[src/rtl/b2c_pkg.sv]
package b2c_pkg;

	localparam int NUM_CELLS       = 16;
	localparam int NUM_PLANE_CELLS = 7;
	localparam int MAX_WIDTH       = 4096;
	localparam int MAX_HEIGHT      = 4096;
	localparam int CFG_W           = 13;
	localparam int CNT_W           = 13;
	localparam int ROW_W           = 12;

	typedef enum logic [2:0] {
		MODE_1P     = 3'd0,
		MODE_2P     = 3'd1,
		MODE_4P     = 3'd2,
		MODE_8P     = 3'd3,
		MODE_RGB565 = 3'd4
	} plane_mode_t;

	typedef enum logic [1:0] {
		REG_PLANE_MODE   = 2'd0,
		REG_IMAGE_WIDTH  = 2'd1,
		REG_IMAGE_HEIGHT = 2'd2
	} reg_index_t;

	typedef struct packed {
		logic [7:0] idx;
		logic [7:0] red;
		logic [7:0] green;
		logic [7:0] blue;
		logic       row_end;
		logic       frame_end;
	} pixel_t;

	typedef struct packed {
		logic                 load;
		logic [NUM_CELLS-1:0] vmask;
	} load_ctl_t;

	typedef struct packed {
		logic load;
		logic shift;
	} cell_ctl_t;

endpackage

[src/rtl/b2c_channels.sv]
interface b2c_word_if;
	logic        valid;
	logic        ready;
	logic [15:0] data_word;

	modport source (output valid, output data_word, input ready);
	modport sink (input valid, input data_word, output ready);
endinterface

interface b2c_pix_if;
	logic       valid;
	logic       ready;
	logic [7:0] pixel_index;
	logic [7:0] red;
	logic [7:0] green;
	logic [7:0] blue;
	logic       row_end;
	logic       frame_end;

	modport source (output valid, output pixel_index, output red, output green,
		output blue, output row_end, output frame_end, input ready);
	modport sink (input valid, input pixel_index, input red, input green,
		input blue, input row_end, input frame_end, output ready);
endinterface

[src/rtl/b2c_pixel_cell.sv]
module b2c_pixel_cell (
	input  logic              clk,
	input  logic              arst_n,
	input  b2c_pkg::cell_ctl_t ctl,
	input  logic              load_valid,
	input  b2c_pkg::pixel_t   load_px,
	input  logic              next_valid,
	input  b2c_pkg::pixel_t   next_px,
	output logic              valid,
	output b2c_pkg::pixel_t   px
);

	logic            valid_q;
	b2c_pkg::pixel_t px_q;

	always_ff @(posedge clk or negedge arst_n) begin
		if (!arst_n) begin
			valid_q <= 1'b0;
		end else if (ctl.load) begin
			valid_q <= load_valid;
		end else if (ctl.shift) begin
			valid_q <= next_valid;
		end
	end

	// payload follows the same choice, no reset
	always_ff @(posedge clk) begin
		if (ctl.load) begin
			px_q <= load_px;
		end else if (ctl.shift) begin
			px_q <= next_px;
		end
	end

	assign valid = valid_q;
	assign px    = px_q;

endmodule

[src/rtl/b2c_front.sv]
module b2c_front (
	input  logic                              clk,
	input  logic                              arst_n,
	input  logic                              cfg_we,
	input  logic [1:0]                        cfg_index,
	input  logic [b2c_pkg::CFG_W-1:0]         cfg_data,
	input  logic                              accept,
	input  logic [15:0]                       data_word,
	output b2c_pkg::load_ctl_t                ld,
	output b2c_pkg::pixel_t                   load_px [b2c_pkg::NUM_CELLS]
);

	localparam logic [b2c_pkg::CNT_W-1:0] WMAX = b2c_pkg::CNT_W'(b2c_pkg::MAX_WIDTH);
	localparam logic [b2c_pkg::CNT_W-1:0] HMAX = b2c_pkg::CNT_W'(b2c_pkg::MAX_HEIGHT);

	logic [2:0]               mode_q;
	logic [b2c_pkg::CFG_W-1:0] width_q;
	logic [b2c_pkg::CFG_W-1:0] height_q;
	logic [2:0]               pc_q;
	logic [b2c_pkg::CNT_W-1:0] col_q;
	logic [b2c_pkg::ROW_W-1:0] row_q;
	logic [15:0]              pw_q [b2c_pkg::NUM_PLANE_CELLS];

	logic [b2c_pkg::CNT_W-1:0] w_eff;
	logic [b2c_pkg::CNT_W-1:0] h_eff;
	logic [b2c_pkg::CNT_W-1:0] padded;
	logic [2:0]               last_pc;
	logic                     gather;
	logic                     produce;
	logic [4:0]               npix;
	logic [b2c_pkg::CNT_W-1:0] col_adv;
	logic [b2c_pkg::CNT_W:0]   row_inc;
	logic                     last_row;

	// effective sizes: zero acts as one, clamp at the maximum
	always_comb begin
		if (width_q == '0) begin
			w_eff = b2c_pkg::CNT_W'(1);
		end else if (width_q > WMAX) begin
			w_eff = WMAX;
		end else begin
			w_eff = width_q;
		end
		if (height_q == '0) begin
			h_eff = b2c_pkg::CNT_W'(1);
		end else if (height_q > HMAX) begin
			h_eff = HMAX;
		end else begin
			h_eff = height_q;
		end
		padded   = (w_eff + b2c_pkg::CNT_W'(15)) & ~b2c_pkg::CNT_W'(15);
		last_row = ({1'b0, row_q} == h_eff - b2c_pkg::CNT_W'(1));
		row_inc  = {2'b00, row_q} + (b2c_pkg::CNT_W + 1)'(1);
	end

	// word classification
	always_comb begin
		last_pc = 3'd0;
		gather  = 1'b0;
		produce = 1'b0;
		npix    = 5'd0;
		unique case (mode_q)
			b2c_pkg::MODE_1P: begin
				produce = 1'b1;
				npix    = 5'd16;
			end
			b2c_pkg::MODE_2P, b2c_pkg::MODE_4P, b2c_pkg::MODE_8P: begin
				unique case (mode_q)
					b2c_pkg::MODE_2P: last_pc = 3'd1;
					b2c_pkg::MODE_4P: last_pc = 3'd3;
					default:          last_pc = 3'd7;
				endcase
				gather  = (pc_q < last_pc);
				produce = !gather;
				npix    = gather ? 5'd0 : 5'd16;
			end
			b2c_pkg::MODE_RGB565: begin
				produce = 1'b1;
				npix    = 5'd1;
			end
			default: begin
				produce = 1'b0;
			end
		endcase
		col_adv = col_q + b2c_pkg::CNT_W'(npix);
	end

	// one pixel per output cell, leftmost pixel into the head cell
	always_comb begin
		logic [b2c_pkg::CNT_W-1:0] colj;
		logic                      re;
		for (int j = 0; j < b2c_pkg::NUM_CELLS; j++) begin
			colj = col_q + b2c_pkg::CNT_W'(j);
			re   = (colj == w_eff - b2c_pkg::CNT_W'(1));
			ld.vmask[j]          = (5'(j) < npix) && (colj < w_eff);
			load_px[j].row_end   = re;
			load_px[j].frame_end = re && last_row;
			load_px[j].idx       = '0;
			load_px[j].red       = '0;
			load_px[j].green     = '0;
			load_px[j].blue      = '0;
			unique case (mode_q)
				b2c_pkg::MODE_1P: begin
					load_px[j].idx[0] = data_word[15-j];
				end
				b2c_pkg::MODE_2P: begin
					load_px[j].idx[0] = pw_q[0][15-j];
					load_px[j].idx[1] = data_word[15-j];
				end
				b2c_pkg::MODE_4P: begin
					load_px[j].idx[0] = pw_q[2][15-j];
					load_px[j].idx[1] = pw_q[1][15-j];
					load_px[j].idx[2] = pw_q[0][15-j];
					load_px[j].idx[3] = data_word[15-j];
				end
				b2c_pkg::MODE_8P: begin
					for (int k = 0; k < b2c_pkg::NUM_PLANE_CELLS; k++) begin
						load_px[j].idx[k] = pw_q[b2c_pkg::NUM_PLANE_CELLS-1-k][15-j];
					end
					load_px[j].idx[7] = data_word[15-j];
				end
				b2c_pkg::MODE_RGB565: begin
					load_px[j].red   = {data_word[15:11], 3'b000};
					load_px[j].green = {data_word[10:5], 2'b00};
					load_px[j].blue  = {data_word[4:0], 3'b000};
				end
				default: begin
					load_px[j].idx = '0;
				end
			endcase
		end
		ld.load = accept;
	end

	// configuration registers
	always_ff @(posedge clk or negedge arst_n) begin
		if (!arst_n) begin
			mode_q   <= b2c_pkg::MODE_1P;
			width_q  <= b2c_pkg::CFG_W'(320);
			height_q <= b2c_pkg::CFG_W'(200);
		end else if (cfg_we) begin
			unique case (cfg_index)
				b2c_pkg::REG_PLANE_MODE:   mode_q   <= cfg_data[2:0];
				b2c_pkg::REG_IMAGE_WIDTH:  width_q  <= cfg_data;
				b2c_pkg::REG_IMAGE_HEIGHT: height_q <= cfg_data;
				default: ;
			endcase
		end
	end

	// plane counter, column and row position
	always_ff @(posedge clk or negedge arst_n) begin
		if (!arst_n) begin
			pc_q  <= '0;
			col_q <= '0;
			row_q <= '0;
		end else if (cfg_we && cfg_index == b2c_pkg::REG_PLANE_MODE) begin
			pc_q <= '0;
		end else if (accept) begin
			if (gather) begin
				pc_q <= pc_q + 3'd1;
			end else if (produce) begin
				pc_q <= '0;
				if (col_adv >= padded) begin
					col_q <= '0;
					row_q <= (row_inc >= {1'b0, h_eff}) ? '0 : row_inc[b2c_pkg::ROW_W-1:0];
				end else begin
					col_q <= col_adv;
				end
			end
		end
	end

	// chain of plane word cells, newest word at the front
	always_ff @(posedge clk) begin
		if (accept && gather) begin
			pw_q[0] <= data_word;
			for (int k = 1; k < b2c_pkg::NUM_PLANE_CELLS; k++) begin
				pw_q[k] <= pw_q[k-1];
			end
		end
	end

endmodule

[src/rtl/bitplane_to_chunky_pixels.sv]
// channel   dir  payload                                        handshake
// words     in   data_word[15:0]                                valid/ready
// pixels    out  pixel_index, red, green, blue, row_end,        valid/ready
//                frame_end
// cfg       in   cfg_index[1:0], cfg_data[12:0]                 cfg_we, no wait
//
// a word is converted in the cycle it is taken and loaded in parallel into a
// chain of 16 pixel cells; the head cell drives the output and the chain
// shifts one cell each cycle a pixel is taken, so a word yields up to 16
// pixels at one pixel per cycle while the output is not stalled; an rgb565
// word yields at most one pixel and a plane word being gathered none. the
// next word is taken while the last pixel of the previous one is taken, so
// a 1-plane stream runs without gaps; a stalled output holds the chain and words.
// asynchronous reset empties the chain and clears the counters

module bitplane_to_chunky_pixels (
	input  logic                       clk,
	input  logic                       arst_n,
	input  logic                       cfg_we,
	input  logic [1:0]                 cfg_index,
	input  logic [b2c_pkg::CFG_W-1:0]  cfg_data,
	b2c_word_if.sink                   words,
	b2c_pix_if.source                  pixels
);

	localparam int N = b2c_pkg::NUM_CELLS;

	b2c_pkg::load_ctl_t ld;
	b2c_pkg::pixel_t    load_px [N];
	b2c_pkg::pixel_t    cell_px [N];
	logic [N-1:0]       cell_v;
	b2c_pkg::cell_ctl_t ctl;
	logic               in_fire;
	logic               out_fire;

	// take a word once at most the head pixel remains and it leaves now
	assign words.ready = !cell_v[1] && (!cell_v[0] || pixels.ready);
	assign in_fire     = words.valid && words.ready;
	assign out_fire    = pixels.valid && pixels.ready;

	b2c_front u_front (
		.clk       (clk),
		.arst_n    (arst_n),
		.cfg_we    (cfg_we),
		.cfg_index (cfg_index),
		.cfg_data  (cfg_data),
		.accept    (in_fire),
		.data_word (words.data_word),
		.ld        (ld),
		.load_px   (load_px)
	);

	// the whole chain loads or shifts together
	assign ctl.load  = ld.load;
	assign ctl.shift = out_fire;

	for (genvar j = 0; j < N; j++) begin : g_cell
		logic            nv;
		b2c_pkg::pixel_t np;
		if (j == N - 1) begin : g_tail
			assign nv = 1'b0;
			assign np = cell_px[j];
		end else begin : g_mid
			assign nv = cell_v[j+1];
			assign np = cell_px[j+1];
		end
		b2c_pixel_cell u_cell (
			.clk        (clk),
			.arst_n     (arst_n),
			.ctl        (ctl),
			.load_valid (ld.vmask[j]),
			.load_px    (load_px[j]),
			.next_valid (nv),
			.next_px    (np),
			.valid      (cell_v[j]),
			.px         (cell_px[j])
		);
	end

	// head cell is the output register
	assign pixels.valid       = cell_v[0];
	assign pixels.pixel_index = cell_px[0].idx;
	assign pixels.red         = cell_px[0].red;
	assign pixels.green       = cell_px[0].green;
	assign pixels.blue        = cell_px[0].blue;
	assign pixels.row_end     = cell_px[0].row_end;
	assign pixels.frame_end   = cell_px[0].frame_end;

	// pending pixels always sit at the head of the chain
	a_prefix: assert property (@(posedge clk) disable iff (!arst_n)
		(cell_v[N-1:1] & ~cell_v[N-2:0]) == '0)
		else $error("gap in pixel chain");

	a_load: assert property (@(posedge clk) disable iff (!arst_n)
		ld.load |=> (cell_v == $past(ld.vmask)))
		else $error("chain does not hold the loaded pixels");

	a_drain: assert property (@(posedge clk) disable iff (!arst_n)
		(out_fire && !ld.load) |=> ($countones(cell_v) == $countones($past(cell_v)) - 1))
		else $error("taken pixel not removed exactly once");

	a_marks: assert property (@(posedge clk) disable iff (!arst_n)
		(pixels.valid && pixels.frame_end) |-> pixels.row_end)
		else $error("frame end without row end");

endmodule
[src/flat_wrapper.sv]
// flat-port wrapper written by rule: the top's interface ports become plain ports
module bitplane_to_chunky_pixels_flat 
  (clk, arst_n, cfg_we, cfg_index, cfg_data, words_valid, words_data_word, words_ready, pixels_valid, pixels_pixel_index, pixels_red, pixels_green, pixels_blue, pixels_row_end, pixels_frame_end, pixels_ready);
  b2c_word_if words_i ();
  b2c_pix_if pixels_i ();
  input  logic clk;
  input  logic arst_n;
  input  logic cfg_we;
  input  logic [1:0] cfg_index;
  input  logic [b2c_pkg::CFG_W-1:0] cfg_data;
  input wire logic [$bits(words_i.valid)-1:0] words_valid;
  input wire logic [$bits(words_i.data_word)-1:0] words_data_word;
  output wire logic [$bits(words_i.ready)-1:0] words_ready;
  output wire logic [$bits(pixels_i.valid)-1:0] pixels_valid;
  output wire logic [$bits(pixels_i.pixel_index)-1:0] pixels_pixel_index;
  output wire logic [$bits(pixels_i.red)-1:0] pixels_red;
  output wire logic [$bits(pixels_i.green)-1:0] pixels_green;
  output wire logic [$bits(pixels_i.blue)-1:0] pixels_blue;
  output wire logic [$bits(pixels_i.row_end)-1:0] pixels_row_end;
  output wire logic [$bits(pixels_i.frame_end)-1:0] pixels_frame_end;
  input wire logic [$bits(pixels_i.ready)-1:0] pixels_ready;
  assign words_i.valid = words_valid;
  assign words_i.data_word = words_data_word;
  assign words_ready = words_i.ready;
  assign pixels_valid = pixels_i.valid;
  assign pixels_pixel_index = pixels_i.pixel_index;
  assign pixels_red = pixels_i.red;
  assign pixels_green = pixels_i.green;
  assign pixels_blue = pixels_i.blue;
  assign pixels_row_end = pixels_i.row_end;
  assign pixels_frame_end = pixels_i.frame_end;
  assign pixels_i.ready = pixels_ready;
  bitplane_to_chunky_pixels u_core (.clk(clk), .arst_n(arst_n), .cfg_we(cfg_we), .cfg_index(cfg_index), .cfg_data(cfg_data), .words(words_i), .pixels(pixels_i));
endmodule
[config.mk]
export PLATFORM = sky130hd
export DESIGN_NAME = bitplane_to_chunky_pixels_flat
export DESIGN_NICKNAME = d
export VERILOG_FILES = /design/src/rtl/b2c_pkg.sv /design/src/rtl/b2c_channels.sv /design/src/rtl/b2c_pixel_cell.sv /design/src/rtl/b2c_front.sv /design/src/rtl/bitplane_to_chunky_pixels.sv /design/src/flat_wrapper.sv
export SDC_FILE = /design/constraint.sdc
export NUM_CORES = 1
export LEC_CHECK = 0
export BUFFER_PORTS_ARGS = -buffer_cell sky130_fd_sc_hd__buf_4
export CORE_MARGIN = 4
export CORE_UTILIZATION = 45
export CTS_CLUSTER_SIZE = 40
export DETAILED_ROUTE_END_ITERATION = 6
export PLACE_DENSITY = 0.56
export SLEW_MARGIN = 20
export SYNTH_ARGS = -nofsm -noshare
export SYNTH_HDL_FRONTEND = slang
export SYNTH_SLANG_ARGS = --single-unit
[constraint.sdc]
create_clock -name clk -period 15 [get_ports clk]
set_clock_uncertainty 0.05 [all_clocks]
set_input_delay 1.5 -clock clk [delete_from_list [all_inputs] [get_ports clk]]
set_output_delay 1.5 -clock clk [all_outputs]
set_load 0.02 [all_outputs]
### Yosys cells after proc, flatten, opt, wreduce, memory -nomap -nowiden

Memory sizes are Yosys's and may differ from the RTL's.
Cells that the tools add are included.

* eq/ne operators: 23
* multipliers: 0
* divide/modulo/power cells: 0
* order comparisons: 37
* muxes and demuxes: 144
* reductions and logical operators: 56
* shifts and indexed selects: 0
* add/subtract/negate cells: 21
* bitwise gates (word level): 2

Operator list (count)
* 34-bit 2-to-1 mux: 30
* 13-bit == test: 16
* 13-bit less-than comparator: 16
* 13-bit by 4-bit adder with 13-bit output (second input constant): 9
* 13-bit 2-to-1 mux: 5
* 1-bit case mux with 4 select lines: 16
* 2-bit case mux with 2 select lines: 16
* 4-bit 2-to-1 mux: 15
* 13-bit by 3-bit adder with 13-bit output (second input constant): 4
* 1-bit case mux with 3 select lines: 16
* 4-bit by 5-bit less-than comparator with 1-bit output (first input constant): 8
* 1-bit logical AND: 37
* 1-bit 2-to-1 mux: 35
* 13-bit by 2-bit adder with 13-bit output (second input constant): 2
* 13-bit >= comparator: 2
* 13-bit greater-than comparator (second input constant): 2
* 13-bit zero test: 2
* 13-bit by 1-bit subtractor with 13-bit output (second input constant): 2
* 24-bit 2-to-1 mux: 1
* 3-bit by 5-bit less-than comparator with 1-bit output (first input constant): 4
* 3-bit 2-to-1 mux: 5
* 5-bit case mux with 3 select lines: 1
* 12-bit by 1-bit adder with 13-bit output (second input constant): 1
* 13-bit by 1-bit adder with 13-bit output (second input constant): 1
* other kinds (27): 37

* latch bits: 0
* memories: 1
* output and inout port bits: 36
* word-level logic and storage cells: 403
* flip-flop bits (word level): 617
* input port bits: 36
* memory bits (writable): 112
* memory bits (read-only): 0

Memory list
* u_core.u_front.pw_q: words 7, bits a word 16, rd ports 7, clocked after memory_dff 0, write ports 7, line b2c_front.sv:22 `logic [15:0] pw_q [b2c_pkg::NUM_PLANE_CELLS];`

### Logic depth before layout (Yosys ltp)

* word-level depth: 10
* depth in mapped cells: 25
* mapped depth without buffers: 20

### Cells and area by module

A second synthesis with hierarchy kept.

* cells, all modules: 3591
* area total of the unflattened synthesis: 46633.5 um^2

Modules (own cells, without submodules)
* b2c_pixel_cell: area each 1621.6 um^2, times used 16, sequential area each 1046.0 um^2, cells an instance 77
* b2c_front: area each 20647.3 um^2, times used 1, sequential area each 4795.8 um^2, cells an instance 2354
* bitplane_to_chunky_pixels: area each 41.3 um^2, times used 1, sequential area each 0.0 um^2, cells an instance 5

### Worst setup path before layout

No wires, ideal clock.

* kind: input to register
* start: input port pixels_ready
* end: register u_core.g_cell[7].u_cell.valid_q
* data arrival time: 14.045 ns
* stages on the path: 8
* data required time: 14.868 ns
* buffers on the path: 1
* path slack: 0.823 ns
* library setup time: 0.082 ns
* cell sequence: nor2b_1 -> nor2_1 -> nand2_1 -> nand2_1 -> clkbuf_1 -> o221ai_1 -> a21o_1 -> a31oi_1

* word-level cells in the longest chain between the ends: 4
* elaborated cells between the ends (all ways): 6
* those cells by class: mux: 1; reduce/logical: 5

RTL lines
* from (decl): line flat_wrapper.sv:21 `input wire logic [$bits(pixels_i.ready)-1:0] pixels_ready;`
* 1-bit logical OR *: line bitplane_to_chunky_pixels.sv:37 `assign words.ready = !cell_v[1] && (!cell_v[0] || pixels.ready);`
* 1-bit logical AND *: line bitplane_to_chunky_pixels.sv:37
* via words_ready: line flat_wrapper.sv:13 `output wire logic [$bits(words_i.ready)-1:0] words_ready;`
* 1-bit logical AND *: line bitplane_to_chunky_pixels.sv:38 `assign in_fire = words.valid && words.ready;`
* 1-bit 2-to-1 mux or 2-bit nonzero test (tied branches)
* to (signal assigned): line b2c_pixel_cell.sv:20 `valid_q <= load_valid;`
* to (signal assigned): line b2c_pixel_cell.sv:22 `valid_q <= next_valid;`
* to (decl): line b2c_pixel_cell.sv:13 `logic valid_q;`

The timed path passes the listed nets; every way through them passes the cells marked *.
A chain may end at the register's enable or synchronous reset.

### Worst setup path in the final report

* start: register u_core.u_front.mode_q[0]
* end: register u_core.u_front.row_q[7] (netlist bit)

* word-level cells in the longest chain between the ends: 9
* elaborated cells between the ends (all ways): 19
* those cells by class: add/sub: 1; order compare: 2; eq/ne: 4; mux: 6; bitwise: 1; reduce/logical: 5

RTL lines
* from (decl): line b2c_front.sv:16 `logic [2:0] mode_q;`
* from (signal assigned): line b2c_front.sv:138 `mode_q <= b2c_pkg::MODE_1P;`
* from (signal assigned): line b2c_front.sv:143 `b2c_pkg::REG_PLANE_MODE: mode_q <= cfg_data[2:0];`
* 3-bit by 2-bit == test with 1-bit output or 3-bit by 1-bit == test with 1-bit output (tied branches)
* 3-bit case mux with 2 select lines: line b2c_front.sv:68 `unique case (mode_q)`
* 3-bit 2-to-1 mux: line b2c_front.sv:62 `unique case (mode_q)`
* 3-bit less-than comparator: line b2c_front.sv:73 `gather = (pc_q < last_pc);`
* 5-bit 2-to-1 mux: line b2c_front.sv:75 `npix = gather ? 5'd0 : 5'd16;`
* 5-bit case mux with 3 select lines: line b2c_front.sv:62
* 13-bit by 5-bit adder with 13-bit output: line b2c_front.sv:85 `col_adv = col_q + b2c_pkg::CNT_W'(npix);`
* 13-bit >= comparator: line b2c_front.sv:164 `if (col_adv >= padded) begin`
* 5-bit AND reduction (no source line) *
* to (signal assigned): line b2c_front.sv:166 `row_q <= (row_inc >= {1'b0, h_eff}) ? '0 : row_inc[b2c_pkg::ROW_W-1:0];`
* to (decl): line b2c_front.sv:21 `logic [b2c_pkg::ROW_W-1:0] row_q;`

Every way passes the cells marked *; elsewhere a longest branch is shown, timed or not. The select of a mux whose other input is x is not followed.

==> key figures <==
Run status
  – Outcome: finished with violations
  – Failing checks: DRC

Placed design
  – Placer Congestion: roughly 1
  – Detail Placement HPWL: 61.71 mm
  – IO buf count: 63
  – DP Worst Slack: 8239 ps

GRT
  – Initial antenna violation count: 1
  – Largest net degree at the start of global routing: ~170
  – GR Overflow Total: 0
  – Overall routing resource usage: between 20% and 30%
  – Global-route wire length before repair: 145.5 mm
  – Vias in the first global route: 23,010

Power and ir drop
  – Max VDD drop: 0.1393 mV
  – Static leakage: 15.74 nW
  – Power Density: 186.3 nW/um^2

Flow run
  – Max Cap Viol: 0

Yosys
  – Synth unique cells: 85
  – Synth Instances: a little under 3,000
  – Area contributors post-synth: edfxtp_1, ha_1, a21o_1
  – Yosys warnings: 0
  – Sequential-to-total area share from yosys stat: a little over half
  – Mean Syn Cell Area: 11.69 sq um
  – Synth top area share: 46.98%
  – Top_reg_cell synth: edfxtp_1
  – Cell Area, Synth: approximately 34,000 sq um
  – EDFF count, synth: 528
  – Post-synth ARST share: 12.15%
  – Yosys reg bits: 601
  – Synth area leader: edfxtp_1

Clock tree
  – CTS tree: done
  – Post-CTS Hold Fix Bufs: 0
  – Root Driver: clkbuf_16
  – Sinks on Clock Net: roughly 600
  – Total CTS buffers: a little under 70
  – Worst skew pair latency: roughly 600 ps
  – Clock Pin Slew Worst Setup and Hold Paths: 60 ps
  – # H-tree levels: 3
  – Clock buffer depth: 3
  – Post-CTS Setup Inserts: 0
  – Post-CTS Resized: 0

Die
  – Io pins: 72
  – Die H: roughly 280 um
  – Die area: 79,440 sq um
  – CORE AREA: 74,450 sq um
  – Die width: 281.9 um
  – Initial Utilization: 45.33%
  – Row count: 100

Drt
  – Via Count: 23,640
  – First-pass DRT Iterations: 7
  – DRT iter0 DRCs: 2,412
  – DRC: 4
  – Routed Antenna Nets: 0
  – DR WL/cell: between 20 and 25 um
  – Via density: 6.082
  – WL final: 95.08 mm

Finish
  – Nets: 3,122
  – Area Overhead vs Synth: 10.35%
  – Fillcell total: 6,549
  – Antenna cells: 0
  – Layout cells sized above 1: 10.22%
  – Final Util: 50.02%

STA
  – Rel. slew slack: 22.80%
  – Min Tclk post-route: between 6000 and 7000 ps
  – Setup Total Neg Slack: 0 ps
  – PnR worst setup slack: 8419 ps
  – Hold Vio Cnt, Final: 0
  – Worst-Margin Slew: 1157 ps
  – Slew Limit Fails: 0
  – Final Cycle Share: between 40 and 50%
  – RSZ-0062 raised after global routing: no
  – Max Clock Freq: 0.1519 GHz
  – Finish-stage setup viols: 0

Setup path
  – Reg2Reg Setup Slack: between 8000 and 9000 ps
  – Slowest cell delay on critical path: 660 ps
  – CP max-delay cell: or4_1
  – CP cell instances: buf_4 > nor2b_1 > buf_4 > nor2b_1 > buf_4 > ha_1 > a21o_1 > a21oi_1 > o21ai_0 > nor2b_1 > ha_1 > and3_1 > o21ai_0 > or2_2 > nor2_1 > xnor2_1 > ha_1 > nand3_1 > or4_1 > a31oi_1 > o21ai_2 > o21bai_1 > a22o_1
  – Arrival time worst endpoint: 7020 ps
  – Worst r2r path cells: 23
  – CP Max Fanout: 20
  – CP endpoint kind: flop
  – R2R Path End: u_core.u_front.row_q[7]$_DFFE_PN0P_
  – Critical path type: reg -> reg
  – R2R Path Start: u_core.u_front.mode_q[0]$_DFFE_PN0P_
  – Critical Path RT: 15,440 ps
  – Critical Path Start: u_core.u_front.mode_q[0]$_DFFE_PN0P_
  – Nature of the critical path startpoint: flop

Hold path
  – Hold Crit Depth: 0
  – Tightest Hold Check Type: reg -> reg
  – Min-delay src: u_core.u_front.pw_q[5][4]$_DFFE_PP_
  – WHS Endpoint: u_core.u_front.pw_q[6][4]$_DFFE_PP_
==> how the worst max path moves through the flow <==
| stage | to | slack [ps] | cells past startpoint |
|---|---|---|---|
| after global placement | u_core.u_front.row_q[0]$_DFFE_PN0P_ | 8350 | 22 |
| final | u_core.u_front.row_q[7]$_DFFE_PN0P_ | 8420 | 23 |
| after detailed placement | u_core.u_front.row_q[0]$_DFFE_PN0P_ | 8240 | 23 |
| after global routing | u_core.u_front.row_q[0]$_DFFE_PN0P_ | 7980 | 23 |
| after floorplan | u_core.g_cell[7].u_cell.valid$_DFFE_PN0P_ | 820 | 8 |
| after CTS | u_core.u_front.row_q[0]$_DFFE_PN0P_ | 8210 | 23 |
==> flip-flops by register name, indices dropped and copies added, names as in the netlist <==
name and cells:
u_core.g_cell.u_cell.px 416, u_core.u_front.pw_q 112, u_core.g_cell.u_cell.valid 16, u_core.u_front.col_q 13, u_core.u_front.height_q 13, u_core.u_front.width_q 13, u_core.u_front.row_q 12, u_core.u_front.mode_q 3
u_core.u_front.pc_q 3
==> logic make-up after synthesis <==
group | synth area share, %
AO/OA/AOI/OAI | 17.08
buffers and inverters | 3.003
other | 0.01111
adder cells (fa/ha/maj) | 8.120
flip-flops | 52.41
multiplexers | 2.073
XOR/XNOR | 7.838
AND/OR/NAND/NOR | 9.458
==> power breakdown <==
group          switching (mW)  internal (mW)
Sequential              0.248           2.67
Combinational            1.49          0.913
Clock                   0.676          0.940
==> cell type report <==
class | count | area (sq um) | area share (%)
sequential | 601 | 17690 | 47.50
multi-input combinational | 2035 | 15140 | 40.65
clock buffer | 83 | 1863 | 5.003
tap | 969 | 1212 | 3.256
timing repair buffer | 113 | 860.8 | 2.312
clock inverter | 37 | 295.3 | 0.7929
inverter | 48 | 182.7 | 0.4905
==> through the flow <==
| stage | hold slack, ps | std cells | power, mW | instance area [sq um] |
|---|---|---|---|---|
| finish | 393.1 | 3886 | 6.938 | 37240 |
| global route | 403.4 | 3886 | 7.344 | 37240 |
| CTS | 394.4 | 3886 | 6.986 | 37240 |
| detailed placement | 383.0 | 3766 | 5.337 | 35080 |
| global placement | 372.2 | 3766 | 5.270 | 35080 |
| floorplan | 370.4 | 2895 | 4.748 | 33770 |
==> cells in the mapped netlist, types with 6 or more instances <==
master and number:
clkbuf_1 170, a2111oi_0 16, a22o_1 90, nand4b_1 6, nand3_1 36, buf_4 9
mux2i_1 8, or2_2 6, nor2_1 156, a22oi_1 46, a221oi_1 18, a31oi_1 14
o21ai_0 131, xor2_1 123, dfrtp_1 68, nor2b_1 26, o21bai_1 7, nand2_1 154
or3_1 7, nor3_1 53, buf_2 6, xnor2_1 172, edfxtp_1 528, a211oi_1 12
o211ai_1 16, inv_1 45, o22ai_1 6, and3_1 47, a21o_1 292, buf_1 26
nand2b_1 34, or4_1 11, o21a_1 23, a21oi_1 85, and2_1 8, nand4_1 40
ha_1 219, mux2_2 55, a32o_1 7, nor3b_1 6, nor4_1 25
==> critical path, delay by kind of cell (launching register included) <==
family	cells	cell delay [ps]
compound gates	8	1770
flops	1	550
buf+inv	3	910
xor+xnor	1	130
simple gates	8	1980
fa+ha+maj	3	1070
==> cells in the final DEF (no fill, tap or decap), types with 55 or more instances in the layout <==
cell type  instances
edfxtp_1         528
clkbuf_16         72
o21ai_0          129
mux2_2            55
xnor2_1          172
a21oi_1           85
ha_1             219
a22o_1            90
nor2_1           155
dfrtp_1           68
buf_4            112
nand2_1          152
xor2_1           123
a21o_1           292
==> per-layer routing <==
layer	global-route usage (%)	wire length (um)	share of wire, %
met1	35.30	43690	46
met2	35.37	41410	44
met3	3.544	6096	6.4
met4	8.998	3873	4.1
met5	0	20	0.021
(Power assumes the default switching activity.)
